<file path="config.mk">
export PLATFORM = sky130hd
export DESIGN_NAME = command_frame_deframer
export DESIGN_NICKNAME = d
export VERILOG_FILES = /design/src/rtl/cfd_pkg.sv /design/src/rtl/cfd_in_stage.sv /design/src/rtl/cfd_core.sv /design/src/rtl/command_frame_deframer.sv
export VERILOG_INCLUDE_DIRS = /design/src /design/src/rtl
export SDC_FILE = /design/constraint.sdc
export NUM_CORES = 1
export LEC_CHECK = 0
export BUFFER_PORTS_ARGS = -buffer_cell sky130_fd_sc_hd__buf_2
export CORE_ASPECT_RATIO = 1.1
export CORE_MARGIN = 5
export CORE_UTILIZATION = 45
export CTS_BUF_LIST = sky130_fd_sc_hd__clkbuf_4 sky130_fd_sc_hd__clkbuf_8
export DETAILED_ROUTE_END_ITERATION = 6
export PLACE_DENSITY = 0.69
export SYNTH_ARGS = -nofsm -noshare
export SYNTH_HDL_FRONTEND = slang
export SYNTH_SLANG_ARGS = --single-unit
</file>
<file path="constraint.sdc">
create_clock -name i_clk -period 4.18 [get_ports i_clk]
set_input_delay 0.209 -clock i_clk [delete_from_list [all_inputs] [get_ports i_clk]]
set_output_delay 0.209 -clock i_clk [all_outputs]
set_load 0.03 [all_outputs]
</file>
<file path="src/rtl/command_frame_deframer_assert.svh">
// Assertion macros used by the deframer core.
`ifndef COMMAND_FRAME_DEFRAMER_ASSERT_SVH
`define COMMAND_FRAME_DEFRAMER_ASSERT_SVH

// Same-cycle implication, checked outside reset.
`define CFD_ASSERT_IMP(label, clk, rst_n, ante, cons) \
    label: assert property (@(posedge clk) disable iff (!(rst_n)) (ante) |-> (cons)) \
        else $error("deframer assertion failed");

// Next-cycle implication, checked outside reset.
`define CFD_ASSERT_NXT(label, clk, rst_n, ante, cons) \
    label: assert property (@(posedge clk) disable iff (!(rst_n)) (ante) |=> (cons)) \
        else $error("deframer assertion failed");

`endif

</file>
<file path="src/rtl/cfd_pkg.sv">
package cfd_pkg;

    localparam int ByteW  = 8;
    localparam int RoleW  = 3;
    localparam int StatW  = 2;
    localparam int PhaseW = 3;

    // Shortest legal length byte: type and register bytes plus the length itself.
    localparam logic [ByteW-1:0] MinLen = 8'd3;

    typedef enum logic [PhaseW-1:0] {
        PH_HUNT = 3'd0,
        PH_LEN  = 3'd1,
        PH_TYPE = 3'd2,
        PH_REG  = 3'd3,
        PH_PAY  = 3'd4,
        PH_SUM  = 3'd5
    } t_phase;

    typedef enum logic [RoleW-1:0] {
        ROLE_CMD     = 3'd0,
        ROLE_LEN     = 3'd1,
        ROLE_TYPE    = 3'd2,
        ROLE_REG     = 3'd3,
        ROLE_PAY     = 3'd4,
        ROLE_SUM     = 3'd5,
        ROLE_DISCARD = 3'd6
    } t_role;

    typedef enum logic [StatW-1:0] {
        ST_OK     = 2'd0,
        ST_BADCMD = 2'd1,
        ST_BADLEN = 2'd2,
        ST_TRUNC  = 2'd3
    } t_status;

    typedef struct packed {
        logic [ByteW-1:0] data;
        logic             eob;
    } t_item;

    typedef struct packed {
        logic [ByteW-1:0] byte_value;
        t_role            role;
        logic [ByteW-1:0] payload_index;
        t_status          status;
        logic             checksum_ok;
        logic             frame_end;
    } t_result;

    function automatic logic is_command(input logic [ByteW-1:0] b);
        logic hit;
        case (b)
            8'hf2, 8'h2f, 8'hf6, 8'h6f, 8'hf9, 8'h9f: hit = 1'b1;
            default:                                 hit = 1'b0;
        endcase
        return hit;
    endfunction

endpackage

</file>
<file path="src/rtl/cfd_in_stage.sv">
module cfd_in_stage (
    input  logic          i_clk,
    input  logic          i_rst_n,
    input  logic          i_valid,
    output logic          o_ready,
    input  cfd_pkg::t_item i_item,
    output logic          o_valid,
    input  logic          i_take,
    output cfd_pkg::t_item o_item
);
    import cfd_pkg::*;

    logic  r_valid;
    t_item r_item;
    logic  n_valid;

    // The stage refills in the same cycle the core drains it.
    assign o_ready = !r_valid || i_take;
    assign n_valid = (i_valid && o_ready) || (r_valid && !i_take);

    always_ff @(posedge i_clk) begin
        if (!i_rst_n) begin
            r_valid <= 1'b0;
        end else begin
            r_valid <= n_valid;
        end
    end

    always_ff @(posedge i_clk) begin
        if (i_valid && o_ready) begin
            r_item <= i_item;
        end
    end

    assign o_valid = r_valid;
    assign o_item  = r_item;

endmodule

</file>
<file path="src/rtl/cfd_core.sv">
module cfd_core (
    input  logic             i_clk,
    input  logic             i_rst_n,
    input  logic             i_valid,
    input  cfd_pkg::t_item   i_item,
    output logic             o_take,
    output logic             o_valid,
    input  logic             i_ready,
    output cfd_pkg::t_result o_result
);
    import cfd_pkg::*;

    t_phase           r_phase, n_phase;
    logic [ByteW-1:0] r_len, n_len;
    logic [ByteW-1:0] r_cnt, n_cnt;
    logic [ByteW-1:0] r_sum, n_sum;
    logic             r_out_valid;
    t_result          r_res, n_res;

    logic [ByteW-1:0] cnt_inc;
    logic [ByteW-1:0] sum_add;
    logic             can_trunc;

    assign o_take  = i_valid && (!r_out_valid || i_ready);
    assign cnt_inc = r_cnt + 8'd1;
    assign sum_add = r_sum + i_item.data;

    always_comb begin
        n_phase = r_phase;
        n_len   = r_len;
        n_cnt   = r_cnt;
        n_sum   = r_sum;
        can_trunc = 1'b1;
        n_res.byte_value    = i_item.data;
        n_res.role          = ROLE_DISCARD;
        n_res.payload_index = '0;
        n_res.status        = ST_OK;
        n_res.checksum_ok   = 1'b0;
        n_res.frame_end     = 1'b0;

        unique case (r_phase)
            PH_LEN: begin
                n_res.role = ROLE_LEN;
                if (i_item.data < MinLen) begin
                    n_res.status    = ST_BADLEN;
                    n_res.frame_end = 1'b1;
                    can_trunc       = 1'b0;
                    n_phase         = PH_HUNT;
                end else begin
                    n_len   = i_item.data;
                    n_sum   = sum_add;
                    n_phase = PH_TYPE;
                end
            end
            PH_TYPE: begin
                n_res.role = ROLE_TYPE;
                n_sum      = sum_add;
                n_phase    = PH_REG;
            end
            PH_REG: begin
                n_res.role = ROLE_REG;
                n_sum      = sum_add;
                n_cnt      = '0;
                n_phase    = (r_len <= MinLen) ? PH_SUM : PH_PAY;
            end
            PH_PAY: begin
                n_res.role          = ROLE_PAY;
                n_res.payload_index = r_cnt;
                n_sum               = sum_add;
                n_cnt               = cnt_inc;
                if ({1'b0, cnt_inc} + {1'b0, MinLen} >= {1'b0, r_len}) begin
                    n_phase = PH_SUM;
                end
            end
            PH_SUM: begin
                n_res.role        = ROLE_SUM;
                n_res.checksum_ok = (i_item.data == r_sum);
                n_res.frame_end   = 1'b1;
                can_trunc         = 1'b0;
                n_phase           = PH_HUNT;
            end
            default: begin
                // Hunting; unused phase codes also land here.
                if (is_command(i_item.data)) begin
                    n_res.role = ROLE_CMD;
                    n_sum      = i_item.data;
                    n_len      = '0;
                    n_cnt      = '0;
                    n_phase    = PH_LEN;
                end else begin
                    n_res.status = ST_BADCMD;
                    can_trunc    = 1'b0;
                    n_phase      = PH_HUNT;
                end
            end
        endcase

        if (i_item.eob && can_trunc) begin
            n_res.status    = ST_TRUNC;
            n_res.frame_end = 1'b1;
            n_phase         = PH_HUNT;
        end
    end

    always_ff @(posedge i_clk) begin
        if (!i_rst_n) begin
            r_phase     <= PH_HUNT;
            r_len       <= '0;
            r_cnt       <= '0;
            r_sum       <= '0;
            r_out_valid <= 1'b0;
        end else begin
            if (o_take) begin
                r_phase <= n_phase;
                r_len   <= n_len;
                r_cnt   <= n_cnt;
                r_sum   <= n_sum;
            end
            r_out_valid <= o_take || (r_out_valid && !i_ready);
        end
    end

    always_ff @(posedge i_clk) begin
        if (o_take) begin
            r_res <= n_res;
        end
    end

    assign o_valid  = r_out_valid;
    assign o_result = r_res;

`include "command_frame_deframer_assert.svh"

    `CFD_ASSERT_IMP(a_ck_only_on_sum, i_clk, i_rst_n, r_out_valid && r_res.checksum_ok, r_res.role == ROLE_SUM)
    `CFD_ASSERT_IMP(a_discard_badcmd, i_clk, i_rst_n, r_out_valid && r_res.role == ROLE_DISCARD, r_res.status == ST_BADCMD && !r_res.frame_end)
    `CFD_ASSERT_IMP(a_ok_end_is_sum, i_clk, i_rst_n, r_out_valid && r_res.frame_end && r_res.status == ST_OK, r_res.role == ROLE_SUM)
    `CFD_ASSERT_NXT(a_end_back_to_hunt, i_clk, i_rst_n, o_take && n_res.frame_end, r_phase == PH_HUNT)
    `CFD_ASSERT_IMP(a_pay_count_bound, i_clk, i_rst_n, r_phase == PH_PAY, {1'b0, r_cnt} + {1'b0, MinLen} < {1'b0, r_len})

endmodule

</file>
<file path="src/rtl/command_frame_deframer.sv">
// Command frame deframer: takes one received byte per transaction and returns one result
// per byte giving its role in the frame (command, length, type, register, payload,
// checksum or discarded), its payload index, a status code and the checksum verdict.
// A new byte is accepted every clock cycle while the output side keeps taking results;
// each byte is held in the input stage register and then in the core's result register
// before its result can be taken. The rate is set by the single frame-state update
// in the core stage, which handles one byte per cycle, and both the input register and
// the result register refill in the cycle they are drained.
module command_frame_deframer (
    input  logic       i_clk,
    input  logic       i_rst_n,
    input  logic       i_valid,
    output logic       o_ready,
    input  logic [7:0] i_in_byte,
    input  logic       i_end_of_buffer,
    output logic       o_valid,
    input  logic       i_ready,
    output logic [7:0] o_byte_value,
    output logic [2:0] o_role,
    output logic [7:0] o_payload_index,
    output logic [1:0] o_status,
    output logic       o_checksum_ok,
    output logic       o_frame_end
);
    import cfd_pkg::*;

    t_item   in_item;
    t_item   stage_item;
    logic    stage_valid;
    logic    core_take;
    t_result result;

    assign in_item.data = i_in_byte;
    assign in_item.eob  = i_end_of_buffer;

    cfd_in_stage u_in_stage (
        .i_clk   (i_clk),
        .i_rst_n (i_rst_n),
        .i_valid (i_valid),
        .o_ready (o_ready),
        .i_item  (in_item),
        .o_valid (stage_valid),
        .i_take  (core_take),
        .o_item  (stage_item)
    );

    cfd_core u_core (
        .i_clk    (i_clk),
        .i_rst_n  (i_rst_n),
        .i_valid  (stage_valid),
        .i_item   (stage_item),
        .o_take   (core_take),
        .o_valid  (o_valid),
        .i_ready  (i_ready),
        .o_result (result)
    );

    assign o_byte_value    = result.byte_value;
    assign o_role          = result.role;
    assign o_payload_index = result.payload_index;
    assign o_status        = result.status;
    assign o_checksum_ok   = result.checksum_ok;
    assign o_frame_end     = result.frame_end;

endmodule
</file>
; Word-level counts from Yosys, hierarchy flattened
; Cells that the tools add are included.
[op_classes]
addsub = 3
n_lt_le_gt_ge = 3
n_eq_ne = 14
mux = 25
bitwise = 3
reduce_logical = 25
[ops]
columns = op, n
row1 = one-hot mux 8 bit (3 select lines), 2
row2 = equality test 8 bit (second input constant), 4
row3 = 2-to-1 mux 8 bit, 4
row4 = one-hot mux 3 bit (5 select lines), 2
row5 = one-hot mux 8 bit (2 select lines), 1
row6 = adder 8 x 2 -> 9 bit (second input constant), 1
row7 = >= comparator 9 x 8 -> 1 bit, 1
row8 = 2-to-1 mux 3 bit, 3
row9 = adder 8 x 1 -> 8 bit (second input constant), 1
row10 = adder 8 bit, 1
row11 = equality test 8 x 6 -> 1 bit (second input constant), 1
row12 = equality test 8 x 7 -> 1 bit (second input constant), 1
row13 = equality test 8 bit, 1
row14 = less-or-equal comparator 8 x 2 -> 1 bit (second input constant), 1
row15 = < comparator 8 x 2 -> 1 bit (second input constant), 1
row16 = 2-to-1 mux 1 bit, 8
row17 = AND reduction 4 bit, 2
row18 = equality test 3 x 2 -> 1 bit (second input constant), 2
row19 = equality test 3 bit (second input constant), 2
row20 = nonzero test 3 bit, 2
row21 = OR reduction 3 bit, 2
row22 = OR reduction 6 bit, 1
row23 = logical AND 1 bit, 5
row24 = OR reduction 5 bit, 1
row25 = other kinds (14), 23
[totals]
regBits = 61
inputBits = 13
out_inout_bits = 25
wordCells = 87

; Depth between registers and ports, before layout
[depth]
word_depth = 9
mapped_depth = 14
ltp_nobuf = 14

; Cells and area by module
; A second synthesis with hierarchy kept.
[hier_totals]
cells_unflattened = 351
hier_area_um2 = 3360.7
[by_module_without_submodules]
columns = mod, n_inst, cells_each, area_each_um2, seq_area_each_um2
row1 = cfd_core, 1, 337, 3032.9, 1251.2
row2 = cfd_in_stage, 1, 14, 327.8, 290.3

; Worst setup path before layout
; Ideal clock, no wire load.
[synth_path]
path_type = reg-to-reg
from = register u_core.r_cnt[0]
to = register u_core.r_phase[1]
setup_time_ns = 0.116
arrival_ns = 2.923
required_ns = 4.064
slack_ns = 1.141
stages_incl_launch_ff = 14
path_buffers = 0
period_less_slack_ns = 3.039
cell_sequence = dfxtp_1 ha_1 nand2_1 nor3b_1 a31oi_1 a211oi_4 xnor2_1 ha_1 a21o_1 a2111oi_2 o21ai_1 a32oi_2 mux2i_1 nor2b_1
[synth_between]
elab_chain_len = 5
[synth_lines]
columns = item, line_no
row1 = start: declaration, cfd_core.sv:15  ; logic [ByteW-1:0] r_cnt, n_cnt;
row2 = start signal: assignment, cfd_core.sv:116  ; r_cnt <= n_cnt;
row3 = adder 8 x 1 -> 8 bit, cfd_core.sv:25  ; assign cnt_inc = r_cnt + 8'd1;
row4 = adder 8 x 2 -> 9 bit, cfd_core.sv:71  ; if ({1'b0, cnt_inc} + {1'b0, MinLen} >= {1'b0, r_len}) begin
row5 = >= comparator 9 x 8 -> 1 bit, cfd_core.sv:71
row6 = != test 3 x 1 -> 1 bit (no source line), --
row7 = AND reduction 2 bit (no source line), --
row8 = end signal: assignment, cfd_core.sv:114  ; r_phase <= n_phase;
row9 = end: declaration, cfd_core.sv:13  ; t_phase r_phase, n_phase;
; Every way passes these cells.
; A chain may end at the register's enable or synchronous reset.

; Worst setup path after layout
[layout_path]
from = register u_core.r_cnt[3]
to = register u_core.r_phase[1]
; The elaborated chain is that of the path after synthesis.

==> run summary <==
Ant diodes = 0
Critical path's most frequent cell = ha_1
Critical Setup Path Class = flip-flop to flip-flop
TritonCTS buffer count = 9
Pwr/cell area = 312 nW/um2
Antenna Nets Post-Route = 0
Global-route wire length before repair = 12700 um
CP Launch Type = flip-flop
Drt pass-1 iters = 4
Critical path, cell by cell = ha_1 -> nand2_1 -> nor3b_1 -> a31oi_1 -> a211oi_4 -> xnor2_1 -> ha_1 -> a21o_1 -> a2111oi_2 -> o21ai_1 -> a32oi_2 -> mux2i_1 -> nor2b_1
# H-tree levels = 3
Flops & latches, synth = 61
CTS resizes = 0
Final Max Slew Viols = 0
WHS = 0.0309 ns
Setup slack at placement = 0.840 ns
Synth cell types = 68
Port Buffer Count = 37
Synth warn = 0
Hold Crit Class = input port to flip-flop
Worst Path Required = 4.41 ns
Synthesized area per cell = 10.4 um2
Worst slew pin tran = 0.735 ns
Vias post-DR = 2683
Instance area after placement = 3730 um2
Core Util, Final = 51.7%
Gr ovfl total = 0
DIE WIDTH = 94.3 um
Top post-synthesis cells by count = edfxtp_1, nand2_1, dfxtp_1, nor2_1, ha_1
Core footprint = 7560 um2
WP depth = 13
Rel. slew slack = 50.6%
CP max FO = 11
Synth async-reset ratio = 0%
Post-synth top area share = 27.3%
DP Cell Count = 469
Number of global-route vias before repair = 2566
GP Congestion = 0.912
Via density = 5.53
R2R Path Start = u_core.r_cnt[3]$_SDFFE_PN0P_
Cell Count, Final, Fillers Out = 485
Top area cells in the synthesized netlist = edfxtp_1, dfxtp_1, ha_1, nand2_1, nor2b_1
Post-Syn Area = 3510 um2
Maximum Capacitance Violations = 0
Post-synthesis sequential area ratio = 43.9%
Reg2Reg Setup Slack = 0.79 ns
Hold-fix buffers, CTS = 0
Cell Rows = 33
DRC violations left = 0
Final Hold Vio Count = 0
Yosys top cell by area = edfxtp_1
Area grow syn2layout = 11.1%
Clk slew on worst S/H paths = 0.07 ns
Post-layout min period = 3.39 ns
# Post-CTS Setup Buffers = 0
Tot Pwr = 1.22 mW
Crit path max-delay family = compound AO/OA/AOI/OAI gates
Net count after synthesis = 372
Largest net degree at the start of global routing = 30
Final Skew = 0.0133 ns
Antenna violations before repair = 0
R2R cell count = 13
Worst reg2reg path endpoint = u_core.r_phase[1]$_SDFFE_PN0P_
Fmax = 295 MHz
WL final = 7430 um
Post-synth top flop = edfxtp_1
Peak supply drop = 0.201 mV
Final setup vio count = 0
RSZ-0062 raised after global routing = no
Status = complete, no violations
Final period util = 81.2%
# IOs = 38
All-Layer GR Usage = 16.8%
Starting Density = 46.5%
Drt wl/cell = 15.3 um
Critical Path End = u_core.r_phase[1]$_SDFFE_PN0P_
Die area = 9680 um2
CTS tree = yes
TNS Setup = 0 ns
Worst-Skew Late Latency = 0.35 ns
Post-synth EDFFs = 32
Critical path arrival = 3.62 ns
Root Driver = clkbuf_8
Max incr delay on CP = 0.56 ns
Top-count cell post-synth = edfxtp_1
Die Y = 103 um
Cell count after synthesis = 338
Iter 0 DRT Violations = 140
Post-route setup slack = 0.787 ns
Post-detail-place hpwl = 5200 um
Slowest CP cell = dfxtp_1
Ratio of cells with drive above 1 in the final layout = 20.0%
CTS Sinks = 61
Worst setup path start = u_core.r_cnt[3]$_SDFFE_PN0P_
Clock buffer depth = 2
Layout net count = 409
Static Leak = 1.52 nW
CP Buf/Inv Count = 0
Final Cell Area = 3910 um2
Fill cells = 709
Crit end category = flip-flop
-- cell type report --
class | count | area [um2] | share of cell area [%]
inverter | 18 | 67.6 | 1.73
tap | 105 | 131 | 3.36
multi-input combinational | 246 | 1790 | 45.8
timing repair buffer | 39 | 200 | 5.12
clock buffer | 12 | 153 | 3.91
sequential | 61 | 1540 | 39.5
clock inverter | 4 | 25.0 | 0.641
-- worst min path at each step --
stage,startpoint,to,slack (ns),depth (start not counted)
2_1_floorplan,i_end_of_buffer,u_in_stage.o_item[0]$_DFFE_PP_,0.31,0
3_5_place_dp,i_in_byte[1],u_in_stage.o_item[2]$_DFFE_PP_,0.39,1
5_1_grt,i_in_byte[0],u_in_stage.o_item[1]$_DFFE_PP_,0.02,1
4_1_cts,i_in_byte[1],u_in_stage.o_item[2]$_DFFE_PP_,0.01,1
6_report,i_in_byte[1],u_in_stage.o_item[2]$_DFFE_PP_,0.03,1
3_3_place_gp,i_in_byte[2],u_in_stage.o_item[3]$_DFFE_PP_,0.39,1
-- cell usage in the layout (no fill, tap or decap), types with 10 or more instances in the layout --
cell      instances
o21ai_0          10
a21oi_1          11
dfxtp_1          29
edfxtp_1         32
nor2b_1          17
inv_1            16
clkbuf_8         10
buf_2            37
xnor2_1          10
a22oi_1          12
ha_1             20
nand2_1          31
nor2_1           22
-- per-layer routing --
layer	global-route usage [%]	vias to the layer above	wire length [um]
li1	-	1323	-
met1	20.9	1269	3410
met2	27.2	74	3470
met3	4.16	17	408
met4	8.33	0	134
met5	0	-	0
-- where the power goes --
| group | switching, mW | internal (mW) |
|---|---|---|
| sequential | 0.0151 | 0.647 |
| combinational | 0.0541 | 0.0289 |
| clock | 0.232 | 0.242 |
-- worst register-to-register path, cell delays in order, from the launching register on --
cell and delay [ns]:
dfxtp_1 0.56, ha_1 0.30, nand2_1 0.15, nor3b_1 0.22, a31oi_1 0.09, a211oi_4 0.28
xnor2_1 0.11, ha_1 0.32, a21o_1 0.17, a2111oi_2 0.34, o21ai_1 0.13, a32oi_2 0.31
mux2i_1 0.25, nor2b_1 0.06
-- kinds of logic after synthesis --
logic type	synth area share [%]
AND/OR/NAND/NOR	19.2
multiplexers	2.31
buffers and inverters	5.27
AO/OA/AOI/OAI	17.3
XOR/XNOR	4.45
adder cells (fa/ha/maj)	7.69
flip-flops	43.9
-- flip-flops by register name, indices dropped and copies added, names as in the netlist --
signal and cells:
u_core.r_phase 3, u_core.o_result 23, u_in_stage.o_item 9, u_in_stage.o_valid 1
u_core.r_len 8, u_core.r_sum 8, u_core.o_valid 1, u_core.r_cnt 8
(Power assumes the default switching activity.)
